File: src/rtl/core/rational_arithmetic_unit_macros.svh
// assertion macros shared by the rational arithmetic unit
`ifndef RATIONAL_ARITHMETIC_UNIT_MACROS_SVH
`define RATIONAL_ARITHMETIC_UNIT_MACROS_SVH

// property that must hold whenever reset is released
`define RAU_ASSERT(label, prop, msg) \
    label: assert property (@(posedge clk) disable iff (!rst_n) (prop)) else $error(msg);

// implication checked in the cycle after the antecedent
`define RAU_ASSERT_NEXT(label, ante, cons, msg) \
    label: assert property (@(posedge clk) disable iff (!rst_n) (ante) |=> (cons)) \
        else $error(msg);

`endif

File: src/rtl/core/rau_pkg.sv
// ----------------------------------------------------------------------------
// rau_pkg
// shared types and constants of the rational arithmetic unit
// ----------------------------------------------------------------------------
`default_nettype none

package rau_pkg;

    localparam int WORD_BITS = 32;
    localparam int CMD_BITS  = 3;
    localparam int RES_BITS  = 64;

    localparam logic [CMD_BITS-1:0] CMD_ADD = 3'd0;
    localparam logic [CMD_BITS-1:0] CMD_SUB = 3'd1;
    localparam logic [CMD_BITS-1:0] CMD_MUL = 3'd2;
    localparam logic [CMD_BITS-1:0] CMD_DIV = 3'd3;
    localparam logic [CMD_BITS-1:0] CMD_RED = 3'd4;
    localparam logic [CMD_BITS-1:0] CMD_EQ  = 3'd5;
    localparam logic [CMD_BITS-1:0] CMD_NE  = 3'd6;

    typedef struct packed {
        logic [CMD_BITS-1:0] command;
        logic signed [31:0]  a_num;
        logic signed [31:0]  a_den;
        logic signed [31:0]  b_num;
        logic signed [31:0]  b_den;
    } in_word_t;

    typedef struct packed {
        logic signed [RES_BITS-1:0] res_num;
        logic signed [RES_BITS-1:0] res_den;
        logic                       compare_true;
        logic                       zero_divisor;
    } out_word_t;

    // datapath operation codes issued by the controller
    typedef enum logic [2:0] {
        OP_NONE,
        OP_LOAD,
        OP_MUL1,
        OP_MUL2,
        OP_FINISH,
        OP_DIV_START,
        OP_DIV_STEP,
        OP_GCD_NEXT
    } dp_op_t;

    typedef struct packed {
        dp_op_t op;
        logic   div_quot; // division step writes a quotient (num/den by gcd)
    } dp_cmd_t;

    typedef struct packed {
        logic is_reduce;
        logic y_zero;
        logic g_zero;
        logic div_last;
    } dp_stat_t;

    localparam int DIV_CNT_BITS = $clog2(WORD_BITS + 1);

endpackage

`default_nettype wire

File: src/rtl/core/rau_ctrl.sv
// ----------------------------------------------------------------------------
// rau_ctrl
// sequencer for the arithmetic passes and the euclid / quotient divisions
// ----------------------------------------------------------------------------
`default_nettype none

module rau_ctrl (
    input  wire logic              clk,
    input  wire logic              rst_n,
    input  wire logic              in_valid,
    output logic                   in_ready,
    output logic                   out_valid,
    input  wire logic              out_ready,
    input  wire logic [rau_pkg::CMD_BITS-1:0] in_cmd,
    input  wire rau_pkg::dp_stat_t stat,
    output rau_pkg::dp_cmd_t       cmd
);
    import rau_pkg::*;

    `include "rational_arithmetic_unit_macros.svh"

    localparam logic [3:0] S_IDLE  = 4'd0;
    localparam logic [3:0] S_MUL1  = 4'd1;
    localparam logic [3:0] S_MUL2  = 4'd2;
    localparam logic [3:0] S_FIN   = 4'd3;
    localparam logic [3:0] S_GTEST = 4'd4;
    localparam logic [3:0] S_GDIV  = 4'd5;
    localparam logic [3:0] S_GSTEP = 4'd6;
    localparam logic [3:0] S_QDIV  = 4'd7;
    localparam logic [3:0] S_QSTEP = 4'd8;
    localparam logic [3:0] S_QNEXT = 4'd9;
    localparam logic [3:0] S_DONE  = 4'd10;

    logic [3:0] state_reg, state_next;
    logic       pass_reg, pass_next;
    logic       arith_reg, arith_next;

    always_comb
    begin
        state_next = state_reg;
        pass_next  = pass_reg;
        arith_next = arith_reg;
        cmd.op       = OP_NONE;
        cmd.div_quot = 1'b0;
        in_ready   = state_reg == S_IDLE;
        out_valid  = state_reg == S_DONE;
        case (state_reg)
            S_IDLE:
                if (in_valid)
                begin
                    cmd.op = OP_LOAD;
                    arith_next = in_cmd == CMD_ADD || in_cmd == CMD_SUB;
                    if (in_cmd inside {CMD_ADD, CMD_SUB, CMD_MUL, CMD_DIV})
                        state_next = S_MUL1;
                    else if (in_cmd == CMD_RED)
                        state_next = S_GTEST;
                    else
                        state_next = S_DONE;
                end
            S_MUL1:
            begin
                cmd.op = OP_MUL1;
                state_next = S_MUL2;
            end
            S_MUL2:
            begin
                cmd.op = OP_MUL2;
                state_next = arith_reg ? S_FIN : S_DONE;
            end
            S_FIN:
            begin
                cmd.op = OP_FINISH;
                state_next = S_DONE;
            end
            S_GTEST:
            begin
                cmd.op = OP_GCD_NEXT;
                if (stat.y_zero)
                begin
                    pass_next  = 1'b0;
                    state_next = stat.g_zero ? S_DONE : S_QDIV;
                end
                else
                    state_next = S_GDIV;
            end
            S_GDIV:
            begin
                cmd.op = OP_DIV_START;
                state_next = S_GSTEP;
            end
            S_GSTEP:
            begin
                cmd.op = OP_DIV_STEP;
                if (stat.div_last)
                    state_next = S_GTEST;
            end
            S_QDIV:
            begin
                cmd.op = OP_DIV_START;
                cmd.div_quot = 1'b1;
                state_next = S_QSTEP;
            end
            S_QSTEP:
            begin
                cmd.op = OP_DIV_STEP;
                cmd.div_quot = 1'b1;
                if (stat.div_last)
                    state_next = pass_reg ? S_DONE : S_QNEXT;
            end
            S_QNEXT:
            begin
                cmd.op = OP_GCD_NEXT;
                cmd.div_quot = 1'b1;
                pass_next = 1'b1;
                state_next = S_QDIV;
            end
            S_DONE:
                if (out_ready)
                    state_next = S_IDLE;
            default:
                state_next = S_IDLE;
        endcase
    end

    always_ff @(posedge clk or negedge rst_n)
    begin
        if (!rst_n)
        begin
            state_reg <= S_IDLE;
            pass_reg  <= 1'b0;
            arith_reg <= 1'b0;
        end
        else
        begin
            state_reg <= state_next;
            pass_reg  <= pass_next;
            arith_reg <= arith_next;
        end
    end

    `RAU_ASSERT(a_excl, !(in_ready && out_valid), "ready and valid at once")
    `RAU_ASSERT_NEXT(a_hold, out_valid && !out_ready, out_valid, "result dropped")
    `RAU_ASSERT_NEXT(a_take, in_valid && in_ready, !in_ready, "second word taken")

endmodule

`default_nettype wire
File: config.mk
export PLATFORM = sky130hd
export DESIGN_NAME = rau_ctrl
export DESIGN_NICKNAME = d
export VERILOG_FILES = /design/src/rtl/core/rau_pkg.sv /design/src/rtl/core/rau_ctrl.sv
export VERILOG_INCLUDE_DIRS = /design/src /design/src/rtl/core
export SDC_FILE = /design/constraint.sdc
export NUM_CORES = 1
export LEC_CHECK = 0
export ABC_AREA = 1
export BUFFER_PORTS_ARGS = -buffer_cell sky130_fd_sc_hd__buf_4
export CAP_MARGIN = 20
export CORE_AREA = 2 2 39 41
export CTS_CLUSTER_SIZE = 20
export DETAILED_ROUTE_END_ITERATION = 8
export DIE_AREA = 0 0 41 43
export PLACE_DENSITY_LB_ADDON = 0.05
export SYNTH_ARGS = -nofsm -noshare
export SYNTH_HDL_FRONTEND = slang
export SYNTH_SLANG_ARGS = --single-unit
File: constraint.sdc
create_clock -name clk -period 3 [get_ports clk]
set_input_delay 0.3 -clock clk [delete_from_list [all_inputs] [get_ports clk]]
set_output_delay 0.3 -clock clk [all_outputs]
set_load 0.005 [all_outputs]
==> flow_metrics.py <==
metrics = {
    "global_routing": {
        "antenna_found_initial": 0,
        "grt_first_pass_wirelength_um": 2280,
        "grt_pass1_vias": 552,
        "grt_usage_pct": 19.1,
        "gr-total-overflow": 0,
        "grt_max_degree": 9,
    },
    "timing": {
        "min_period_ps": 1830,
        "final_max_slew_viol_count": 0,
        "max_clock_freq_mhz": 547,
        "slew-limit-headroom_pct": 79.7,
        "skew_ps": 0.0419,
        "fin_crit_sh_pct": 60.9,
        "rsz0062_at_grt": "false",
        "worst_pin_slew_ps": 304,
        "hold_violations": 0,
        "finalSetupTns_ps": 0,
        "setup_viol_count_final": 0,
    },
    "die": {
        "die_x_um": 41,
        "initial_core_util_pct": 41.7,
        "coreArea_sq_mm": 0.00138,
        "dieArea_sq_mm": 0.00176,
        "num_rows": 14,
        "io_pins": 17,
        "fp.dieH_um": 43,
    },
    "clock_tree": {
        "postCtsSetupRepairBufs": 0,
        "ctsHtreeMaxLevel": 1,
        "cts_made_buffers": 3,
        "clock_path_buffers": 2,
        "cts.sinks": 6,
        "cts_tree": "built",
        "cts-resized-gates": 0,
        "clk_pin_slew_ps": 40,
        "cts_hold_buf": 1,
        "root_buffer": "clkbuf_4",
        "clock_latency_ps": 230,
    },
    "route": {
        "wl_per_cell_um": 9.75,
        "drcViolationCount": 0,
        "drt_iter0_drc": 13,
        "drt_first_pass_iters": 4,
        "ant_nets": 0,
        "dr_total_vias": 625,
        "routed_via_density": 4.77,
        "wirelength_um": 1280,
    },
    "logic_synthesis": {
        "syn_area_per_cell_sq_um": 6.01,
        "synth_top_area_share_pct": 26.0,
        "synth_area_sq_um": 577,
        "yosys_warnings": 0,
        "synth_top_cell_by_area": "dfrtp_1",
        "synth_nets": 107,
        "ys_top_cells_by_area": "dfrtp_1 26%, nand2_1 23%, nor2_4 7.8%, inv_1 7.2%, nor2_1 7.2%",
        "syn_inst": 96,
        "ys_types": 19,
        "synth-seq-cells": 6,
        "synth_seq_area_share_pct": 26.0,
    },
    "flow_run": {
        "maxCapViolCount": 0,
    },
    "final_layout": {
        "largest_reg_flops": 4,
        "n_antenna_cell": 0,
        "final_area_sq_um": 742,
        "drive_gt1_share_pct": 27.8,
        "fillCellCount": 136,
        "area_growth_pct": 28.6,
        "final_nets": 128,
    },
    "power": {
        "ir_drop_uv": 451,
        "powerDensity_mw_per_mm2": 1070,
        "p_leak_nw": 0.434,
    },
    "setup_path": {
        "max_stage_delay_ps": 470,
        "crit_buf_inv": 2,
        "cp_top_family": "simple AND/OR/NAND/NOR gates",
        "crit_type": "flip-flop to primary output",
        "crit_fanout": 7,
        "crit_path_start_kind": "flip-flop",
        "required_ps": 2700,
        "critPathCaptureType": "primary output",
        "worst_ep_arrival_time_ps": 1530,
        "critPathSlowestCell": "dfrtp_1",
        "path_cells": "nor2_2 > nand2_2 > inv_1 > nand2_1 > nand4_1 > buf_4",
        "r2r_slack_ps": 1640,
    },
    "place": {
        "place_congestion": 0.837,
        "portBuffers": 15,
        "place_hpwl_um": 1080,
        "placed_cell_area_sq_um": 709,
    },
    "outcome": {
        "status": "completed",
    },
    "worst_hold_path": {
        "hold_class": "input port to flip-flop",
    },
}
[layer usage]
metal  up-vias  GRT usage (%)  share of wire (%)
met5         -              0                  0
met3         0           3.14                2.3
met1       274           26.3                 47
met2        11           27.5                 51
li1        340              -                  -
met4         0           10.0                  0
[cell families (layout without fill, tap and decap cells)]
| logic type | after synthesis | after routing | share of synthesized area (%) |
|---|---|---|---|
| buffers and inverters | 13 | 32 | 8.46 |
| AND/OR/NAND/NOR | 71 | 71 | 60.1 |
| AO/OA/AOI/OAI | 6 | 6 | 5.42 |
| flip-flops | 6 | 6 | 26.0 |
[per-stage QoR]
stage / worst slack [ps] / hold WS, ps / std cells / utilization (%) / total power, mW
2_1_floorplan: 1650 / 4.41 / 96 / - / 0.544
3_3_place_gp: 1420 / 107 / 127 / 51.3 / 0.729
3_5_place_dp: 1430 / 107 / 127 / 51.3 / 0.727
4_1_cts: 1160 / 340 / 131 / 53.6 / 0.802
5_1_grt: 1060 / 363 / 131 / 53.6 / 0.895
6_report: 1170 / 348 / 131 / 53.6 / 0.791
[layout by cell type (no fill, tap or decap)]
cell type	n
clkbuf_4	3
nand3_2	1
dlygate4sd3_1	1
buf_4	15
nor2_4	4
nor2_1	11
o21ai_1	1
dfrtp_1	6
nand2_2	4
o21ai_0	3
a21oi_1	1
nor2_2	1
inv_1	11
inv_2	2
nor3_1	2
nand3_1	7
nand2_1	36
or2_2	1
nand3b_2	1
nand4_1	1
nand3b_1	2
o22ai_1	1
[path summary, 6_finish.rpt]
path | cells after the start | start | end
max | 6 | state_reg[2] | cmd[1]
min in group asynchronous | 2 | rst_n | state_reg[3]
max in group asynchronous | 2 | rst_n | pass_reg
min reg2reg | 2 | arith_reg | arith_reg
min | 3 | in_cmd[1] | arith_reg
max reg2reg | 7 | state_reg[2] | state_reg[3]
[layout make-up]
class | instances | area, sq um | share of cell area [%]
well taps | 16 | 20.0 | 2.70
inverters | 13 | 48.8 | 6.58
clock buffers | 3 | 22.5 | 3.04
repair buffers | 16 | 123 | 16.5
multi-input cells | 77 | 378 | 50.9
flip-flops and latches | 6 | 150 | 20.2
[report_power, final]
part           switching (mW)  leakage (nW)  total (mW)  internal, mW
sequential             0.0627        0.0749       0.182         0.119
combinational           0.313         0.346       0.541         0.227
clock                  0.0236        0.0138      0.0685        0.0449
total                   0.400         0.434       0.791         0.391
[synthesized netlist by cell type, drive strengths merged]
cell and count:
nand4 1, o22ai 1, nor3 2, o21ai 4, or2 1, dfrtp 6, nand2 40, a21oi 1
nand3 8, inv 13, nor2 16, nand3b 3
[worst reg2reg max path, cell delays in order, from the launching register on]
cell	delay [ps]
dfrtp_1	470
nor2_2	300
nand2_2	130
nor2_1	160
nor2_1	70
nand2_1	60
nand2_1	50
nand2_1	70
Note: power is estimated with default switching activity, not from simulation.
