[src/rtl/core/rational_arithmetic_unit_macros.svh]
// assertion macros shared by the rational arithmetic unit
`ifndef RATIONAL_ARITHMETIC_UNIT_MACROS_SVH
`define RATIONAL_ARITHMETIC_UNIT_MACROS_SVH

// property that must hold whenever reset is released
`define RAU_ASSERT(label, prop, msg) \
    label: assert property (@(posedge clk) disable iff (!rst_n) (prop)) else $error(msg);

// implication checked in the cycle after the antecedent
`define RAU_ASSERT_NEXT(label, ante, cons, msg) \
    label: assert property (@(posedge clk) disable iff (!rst_n) (ante) |=> (cons)) \
        else $error(msg);

`endif

[src/rtl/core/rau_pkg.sv]
// ----------------------------------------------------------------------------
// rau_pkg
// shared types and constants of the rational arithmetic unit
// ----------------------------------------------------------------------------
`default_nettype none

package rau_pkg;

    localparam int WORD_BITS = 32;
    localparam int CMD_BITS  = 3;
    localparam int RES_BITS  = 64;

    localparam logic [CMD_BITS-1:0] CMD_ADD = 3'd0;
    localparam logic [CMD_BITS-1:0] CMD_SUB = 3'd1;
    localparam logic [CMD_BITS-1:0] CMD_MUL = 3'd2;
    localparam logic [CMD_BITS-1:0] CMD_DIV = 3'd3;
    localparam logic [CMD_BITS-1:0] CMD_RED = 3'd4;
    localparam logic [CMD_BITS-1:0] CMD_EQ  = 3'd5;
    localparam logic [CMD_BITS-1:0] CMD_NE  = 3'd6;

    typedef struct packed {
        logic [CMD_BITS-1:0] command;
        logic signed [31:0]  a_num;
        logic signed [31:0]  a_den;
        logic signed [31:0]  b_num;
        logic signed [31:0]  b_den;
    } in_word_t;

    typedef struct packed {
        logic signed [RES_BITS-1:0] res_num;
        logic signed [RES_BITS-1:0] res_den;
        logic                       compare_true;
        logic                       zero_divisor;
    } out_word_t;

    // datapath operation codes issued by the controller
    typedef enum logic [2:0] {
        OP_NONE,
        OP_LOAD,
        OP_MUL1,
        OP_MUL2,
        OP_FINISH,
        OP_DIV_START,
        OP_DIV_STEP,
        OP_GCD_NEXT
    } dp_op_t;

    typedef struct packed {
        dp_op_t op;
        logic   div_quot; // division step writes a quotient (num/den by gcd)
    } dp_cmd_t;

    typedef struct packed {
        logic is_reduce;
        logic y_zero;
        logic g_zero;
        logic div_last;
    } dp_stat_t;

    localparam int DIV_CNT_BITS = $clog2(WORD_BITS + 1);

endpackage

`default_nettype wire

[src/rtl/core/rau_datapath.sv]
// ----------------------------------------------------------------------------
// rau_datapath
// operand registers, shared 32x32 multiplier, restoring divider for euclid and quotients
// ----------------------------------------------------------------------------
`default_nettype none

module rau_datapath (
    input  wire logic               clk,
    input  wire logic               rst_n,
    input  wire rau_pkg::in_word_t  in_word,
    input  wire rau_pkg::dp_cmd_t   cmd,
    output rau_pkg::dp_stat_t       stat,
    output rau_pkg::out_word_t      result
);
    import rau_pkg::*;

    localparam int W = WORD_BITS;

    logic [CMD_BITS-1:0]      cmd_reg;
    logic signed [W-1:0]      an_reg, ad_reg, bn_reg, bd_reg;
    logic signed [RES_BITS-1:0] p1_reg, p1_next;
    logic signed [RES_BITS-1:0] rn_reg, rn_next, rd_reg, rd_next;
    logic                     cmp_reg, cmp_next, zd_reg, zd_next;
    // euclid state: x, y as signed values
    logic signed [W:0]        x_reg, x_next, y_reg, y_next;
    // divider: remainder, quotient, divisor magnitude, counter
    logic [W:0]               rem_reg, rem_next;
    logic [W:0]               quo_reg, quo_next;
    logic [W:0]               dvs_reg, dvs_next;
    logic                     neg_reg, neg_next, dneg_reg, dneg_next;
    logic [DIV_CNT_BITS:0]    cnt_reg, cnt_next;

    function automatic logic signed [W-1:0] sx(input logic [31:0] v);
        return W'(v);
    endfunction

    logic signed [W-1:0] ma, mb;
    logic signed [2*W-1:0] prod;
    logic [W:0] dvd_abs, dvs_abs, trial_rem;
    logic [W+1:0] trial;
    logic signed [W:0] gval;

    // multiplier operand select
    always_comb
    begin
        ma = ad_reg;
        mb = bd_reg;
        if (cmd.op == OP_MUL1)
        begin
            ma = an_reg;
            mb = (cmd_reg == CMD_MUL) ? bn_reg : bd_reg;
        end
        else if (cmd.op == OP_MUL2)
        begin
            ma = ad_reg;
            mb = (cmd_reg == CMD_ADD || cmd_reg == CMD_SUB || cmd_reg == CMD_DIV)
                ? bn_reg : bd_reg;
        end
    end

    assign prod = ma * mb;
    assign gval = x_reg;

    // restoring division: remainder shifts in dividend bit from quotient register
    assign trial = {rem_reg, quo_reg[W]} - {1'b0, dvs_reg};
    assign trial_rem = trial[W:0];

    always_comb
    begin
        p1_next   = p1_reg;
        rn_next   = rn_reg;
        rd_next   = rd_reg;
        cmp_next  = cmp_reg;
        zd_next   = zd_reg;
        x_next    = x_reg;
        y_next    = y_reg;
        rem_next  = rem_reg;
        quo_next  = quo_reg;
        dvs_next  = dvs_reg;
        neg_next  = neg_reg;
        dneg_next = dneg_reg;
        cnt_next  = cnt_reg;
        dvd_abs   = '0;
        dvs_abs   = '0;
        case (cmd.op)
            OP_LOAD:
            begin
                rn_next  = '0;
                rd_next  = '0;
                zd_next  = 1'b0;
                cmp_next = 1'b0;
                x_next   = (W+1)'(sx(in_word.a_num));
                y_next   = (W+1)'(sx(in_word.a_den));
                if (in_word.command == CMD_EQ)
                    cmp_next = sx(in_word.a_num) == sx(in_word.b_num)
                            && sx(in_word.a_den) == sx(in_word.b_den);
                else if (in_word.command == CMD_NE)
                    cmp_next = sx(in_word.a_num) != sx(in_word.b_num)
                            || sx(in_word.a_den) != sx(in_word.b_den);
            end
            OP_MUL1:
                p1_next = RES_BITS'(prod);
            OP_MUL2:
            begin
                if (cmd_reg == CMD_ADD)
                    rn_next = p1_reg + RES_BITS'(prod);
                else if (cmd_reg == CMD_SUB)
                    rn_next = p1_reg - RES_BITS'(prod);
                else if (cmd_reg == CMD_MUL || cmd_reg == CMD_DIV)
                begin
                    rn_next = p1_reg;
                    rd_next = RES_BITS'(prod);
                end
                if (cmd_reg == CMD_ADD || cmd_reg == CMD_SUB)
                    p1_next = '0;
            end
            OP_FINISH:
            begin
                // add/sub: denominator product needs a third pass
                rd_next = RES_BITS'(prod);
            end
            OP_DIV_START:
            begin
                // euclid: x % y ; quotient: a / g
                if (cmd.div_quot)
                begin
                    if (!rn_reg[0])
                        dvd_abs = (W+1)'(sx(an_reg));
                    else
                        dvd_abs = (W+1)'(sx(ad_reg));
                    neg_next  = dvd_abs[W];
                    dneg_next = dvd_abs[W] ^ gval[W];
                    dvd_abs   = dvd_abs[W] ? -dvd_abs : dvd_abs;
                    dvs_abs   = gval[W] ? -gval : gval;
                end
                else
                begin
                    neg_next  = x_reg[W];
                    dneg_next = x_reg[W];
                    dvd_abs   = x_reg[W] ? -x_reg : x_reg;
                    dvs_abs   = y_reg[W] ? -y_reg : y_reg;
                end
                rem_next = '0;
                quo_next = dvd_abs;
                dvs_next = dvs_abs;
                cnt_next = '0;
            end
            OP_DIV_STEP:
            begin
                if (!trial[W+1])
                    rem_next = trial_rem;
                else
                    rem_next = {rem_reg[W-1:0], quo_reg[W]};
                quo_next = {quo_reg[W-1:0], ~trial[W+1]};
                cnt_next = cnt_reg + 1'b1;
                if (cmd.div_quot && cnt_reg == (DIV_CNT_BITS+1)'(W))
                begin
                    // last step: write signed quotient
                    if (!rn_reg[0])
                        p1_next = RES_BITS'(dneg_reg
                            ? -$signed({1'b0, quo_next}) : $signed({1'b0, quo_next}));
                    else
                    begin
                        rd_next = RES_BITS'(dneg_reg
                            ? -$signed({1'b0, quo_next}) : $signed({1'b0, quo_next}));
                        rn_next = p1_reg;
                    end
                end
                if (!cmd.div_quot && cnt_reg == (DIV_CNT_BITS+1)'(W))
                begin
                    // euclid step done: remainder takes the sign of x
                    x_next = y_reg;
                    y_next = neg_reg ? -$signed(rem_next) : $signed(rem_next);
                end
            end
            OP_GCD_NEXT:
            begin
                if (cmd.div_quot)
                begin
                    // toggle to denominator pass; rn_reg bit 0 marks it
                    rn_next = 64'd1;
                end
                else if (y_reg == '0)
                begin
                    // gcd found in x; zero gcd passes operands through
                    rn_next = '0;
                    if (x_reg == '0)
                    begin
                        zd_next = 1'b1;
                        rn_next = RES_BITS'(an_reg);
                        rd_next = RES_BITS'(ad_reg);
                    end
                end
            end
            default:
                ;
        endcase
    end

    always_ff @(posedge clk)
    begin
        if (cmd.op == OP_LOAD)
        begin
            cmd_reg <= in_word.command;
            an_reg  <= sx(in_word.a_num);
            ad_reg  <= sx(in_word.a_den);
            bn_reg  <= sx(in_word.b_num);
            bd_reg  <= sx(in_word.b_den);
        end
        p1_reg   <= p1_next;
        rn_reg   <= rn_next;
        rd_reg   <= rd_next;
        cmp_reg  <= cmp_next;
        zd_reg   <= zd_next;
        x_reg    <= x_next;
        y_reg    <= y_next;
        rem_reg  <= rem_next;
        quo_reg  <= quo_next;
        dvs_reg  <= dvs_next;
        neg_reg  <= neg_next;
        dneg_reg <= dneg_next;
        cnt_reg  <= cnt_next;
    end

    assign stat.is_reduce = cmd_reg == CMD_RED;
    assign stat.y_zero    = y_reg == '0;
    assign stat.g_zero    = x_reg == '0;
    assign stat.div_last  = cnt_reg == (DIV_CNT_BITS+1)'(W);

    always_comb
    begin
        result.res_num      = rn_reg;
        result.res_den      = rd_reg;
        result.compare_true = cmp_reg;
        result.zero_divisor = zd_reg;
        if (!(cmd_reg == CMD_ADD || cmd_reg == CMD_SUB || cmd_reg == CMD_MUL
              || cmd_reg == CMD_DIV || cmd_reg == CMD_RED))
        begin
            result.res_num = '0;
            result.res_den = '0;
        end
    end

    logic unused_ok;
    assign unused_ok = rst_n;

endmodule

`default_nettype wire

[config.mk]
export PLATFORM = sky130hd
export DESIGN_NAME = rau_datapath
export DESIGN_NICKNAME = d
export VERILOG_FILES = /design/src/rtl/core/rational_arithmetic_unit_macros.svh /design/src/rtl/core/rau_pkg.sv /design/src/rtl/core/rau_datapath.sv
export SDC_FILE = /design/constraint.sdc
export NUM_CORES = 2
export LEC_CHECK = 0
export ABC_CLOCK_PERIOD_IN_PS = 17300
export BUFFER_PORTS_ARGS = -buffer_cell sky130_fd_sc_hd__buf_2
export CAP_MARGIN = 20
export CORE_ASPECT_RATIO = 1.2
export CORE_MARGIN = 3
export CORE_UTILIZATION = 35
export DETAILED_ROUTE_END_ITERATION = 8
export GPL_ROUTABILITY_DRIVEN = 1
export PLACE_DENSITY_LB_ADDON = 0.3
export REMOVE_ABC_BUFFERS = 1
export SETUP_SLACK_MARGIN = 0.05
export SLEW_MARGIN = 20
export SYNTH_ARGS = -nofsm -noshare
export SYNTH_HDL_FRONTEND = slang
export SYNTH_SLANG_ARGS = --single-unit
[constraint.sdc]
create_clock -name clk -period 17.3 [get_ports clk]
set_input_delay 3.46 -clock clk [delete_from_list [all_inputs] [get_ports clk]]
set_output_delay 3.46 -clock clk [all_outputs]
set_load 0.1 [all_outputs]
==> flow_summary_export.csv <==
group,metric,value,unit
yosys,synth_top_area_cell,"fa_1",
yosys,synthCells,7838,
sta,rsz0062_at_grt,"false",
yosys,async_flop_share,0,%
yosys,synthAdderAreaFrac,36.5,%
yosys,synth_seq_area_share,21.0,%
clock_network,cts_buffers,66,
drt,wl_per_cell,26.6,µm
die,fp.dieW,419,µm
place,place_hpwl,230000,µm
grt,grt_first_pass_wirelength,414000,µm
drt,drcViolationCount,0,
yosys,synthXorXnorAreaFrac,4.12,%
yosys,syn_area_per_cell,9.12,µm²
place,portBuffers,269,
sta,finalHoldViolCount,0,
clock_network,postCtsSetupRepairBufs,0,
drt,via_per_inst,5.60,
grt,grtUsageTotal,26.8,%
clock_network,cts_max_level,3,
yosys,ys_ff_latch,499,
layout,ff_latch_area,15000,µm²
worst_setup_path,worstSetupPathType,"in -> reg",
yosys,synth-simple-area-share,14.6,%
die,io_pins,271,
worst_setup_path,slowest_stage,"a2111oi_0",
yosys,synth_edf_count,499,
die,die_y,501,µm
clock_network,clock-root-buffer,"clkbuf_16",
place,place_inst,10500,
yosys,synthTopCellsByCount,"inv_1, fa_1, nand2_1, nor2_1, edfxtp_1",
sta,finalSetupViolCount,0,
sta,clock_skew,0.0429,ns
yosys,synth_top_family_by_area,"adder cells",
sta,tightest_slew,1.11,ns
yosys,synth-compound-area-share,12.7,%
grt,grt_max_degree,199,
yosys,netlist_top_cells_area,"fa_1, edfxtp_1, ha_1",
drt,num_vias,59800,
clock_network,cts_resized,0,
worst_setup_path,end_kind,"register",
sta,period_needed,16.48,ns
sta,maxSlewViolCount,0,
grt,grt.overflow.total,0,
place,gp_congestion,1.02,
worst_setup_path,cp.arrival,16.90,ns
worst_setup_path,crit_path_frequent_cell,"fa_1",
worst_setup_path,cp-start-kind,"input port",
drt,drtAntennaViolNets,0,
clock_network,cts_buffer_depth,3,
worst_setup_path,cp_max_fo,40,
layout,stdcell_count,10700,
yosys,ys_warn_count,0,
die,row_count,181,
yosys,synth_top_area_share,30.4,%
layout,final_layout_size_suffix_gt1_share,9.23,%
worst_setup_path,critPathMaxStageDelay,0.90,ns
yosys,yosysUniqueCellTypes,93,
layout,fin_nets,9539,
run_status,status,"complete, no violations",
clock_network,worstSkewPairLatency,0.69,ns
layout,multi_input_area,51000,µm²
job,cap_violations,0,
worst_setup_path,crit_required,17.71,ns
drt,wl,284000,µm
sta,finalCritPeriodShare,95.3,%
yosys,syn-cell-area,71500,µm²
die,initial_core_util,35.2,%
worst_hold_path,hold_class,"reg -> reg",
grt,antenna_found_initial,21,
sta,relSlewSlack,26.1,%
sta,fmax,60.7,MHz
yosys,muxShareOfSynthArea,2.84,%
drt,dr.pass1.iters,6,
drt,first_iter_violations,5828,
yosys,yosysMostFrequentCell,"inv_1",
clock_network,cts_tree,"done",
clock_network,cts.reportedPaths.clkPinSlew,0.06,ns
clock_network,ctsHoldBuffers,0,
layout,syn_to_final_growth,10.2,%
clock_network,clock-sinks,499,
die,dieArea,210000,µm²
layout,fillerInstances,20500,
grt,first_global_vias,61400,
yosys,synth_ff_type,"edfxtp_1",
die,coreArea,203000,µm²
## area by class of cell
class | instances | share of cell area, %
Tap cell | 2653 | 4.21
Timing Repair Buffer | 456 | 3.64
Inverter | 1156 | 5.50
Antenna cell | 8 | 0.0254
Multi-Input combinational cell | 5785 | 64.6
Clock buffer | 71 | 2.12
Clock inverter | 48 | 0.844
Sequential cell | 499 | 19.0
## metrics by stage
stage / setup TNS (ns) / utilization, % / hold WS, ns / worst slack [ns] / area, µm²
after floorplan: -103.22 / - / 0.546 / -3.62 / 70000
after global placement: 0 / 37.7 / 0.564 / 0.537 / 76400
after detailed placement: 0 / 37.7 / 0.574 / 0.471 / 76400
after CTS: 0 / 38.8 / 0.584 / 1.17 / 78800
after global routing: 0 / 38.8 / 0.612 / 0.154 / 78800
final: 0 / 38.9 / 0.588 / 0.816 / 78800
## routing by layer
layer	vias to the layer above	track usage, %	share of wire, %
met5	-	0	0.013
met4	8	16.8	7.6
met3	670	5.08	8.5
met2	2883	43.5	46
met1	30300	33.0	38
li1	25900	-	-
## final timing paths
kind	startpoint	endpoint	slack, ns	cells past startpoint
setup / recovery	cmd[3]	rn_reg[56]	0.82	48
hold reg to reg	y_reg[26]	gval[26]	0.59	2
setup reg to reg	cmd_reg[0]	rn_reg[56]	2.95	48
hold / removal	y_reg[26]	gval[26]	0.59	2
## worst max-delay path, delay by kind of cell
kind | cells | cell delay (ns)
XOR/XNOR | 1 | 0.47
AO/OA/AOI/OAI | 18 | 4.69
adder cells (fa/ha/maj) | 10 | 4.92
AND/OR/NAND/NOR | 8 | 1.42
buffers and inverters | 10 | 1.57
multiplexers | 1 | 0.21
## layout by cell type (no fill, tap or decap), types with 24 or more instances in the layout
master     count
mux2_2        70
xor2_1       175
xnor2_1      159
nand2_1      991
clkbuf_16     66
o21ai_0      392
inv_1       1155
nor2b_1       26
and2_1       160
o31ai_1       44
a21oi_1      374
mux2i_2       26
or3_1         47
a21o_1        78
nor4_1        44
o211ai_1      39
nand2b_1      44
a211oi_1      30
buf_4        179
nand4_1       26
o21a_1        36
nand3_1       45
a221o_1       31
nor3_1        67
buf_2        268
nor2_1       808
edfxtp_1     499
mux2i_1       94
fa_1        1085
o221ai_1      56
o22ai_1       37
a31oi_1       39
or4_1         24
o21bai_1      58
ha_1         353
## cell families after synthesis
group	Yosys count
flip-flops	499
multiplexers	194
AND/OR/NAND/NOR	2392
adder cells (fa/ha/maj)	1438
buffers and inverters	1554
XOR/XNOR	335
AO/OA/AOI/OAI	1426
Power is left out: the tool's default activity adds up to more than one toggle a clock period on the data nets, which glitch-free logic cannot reach.
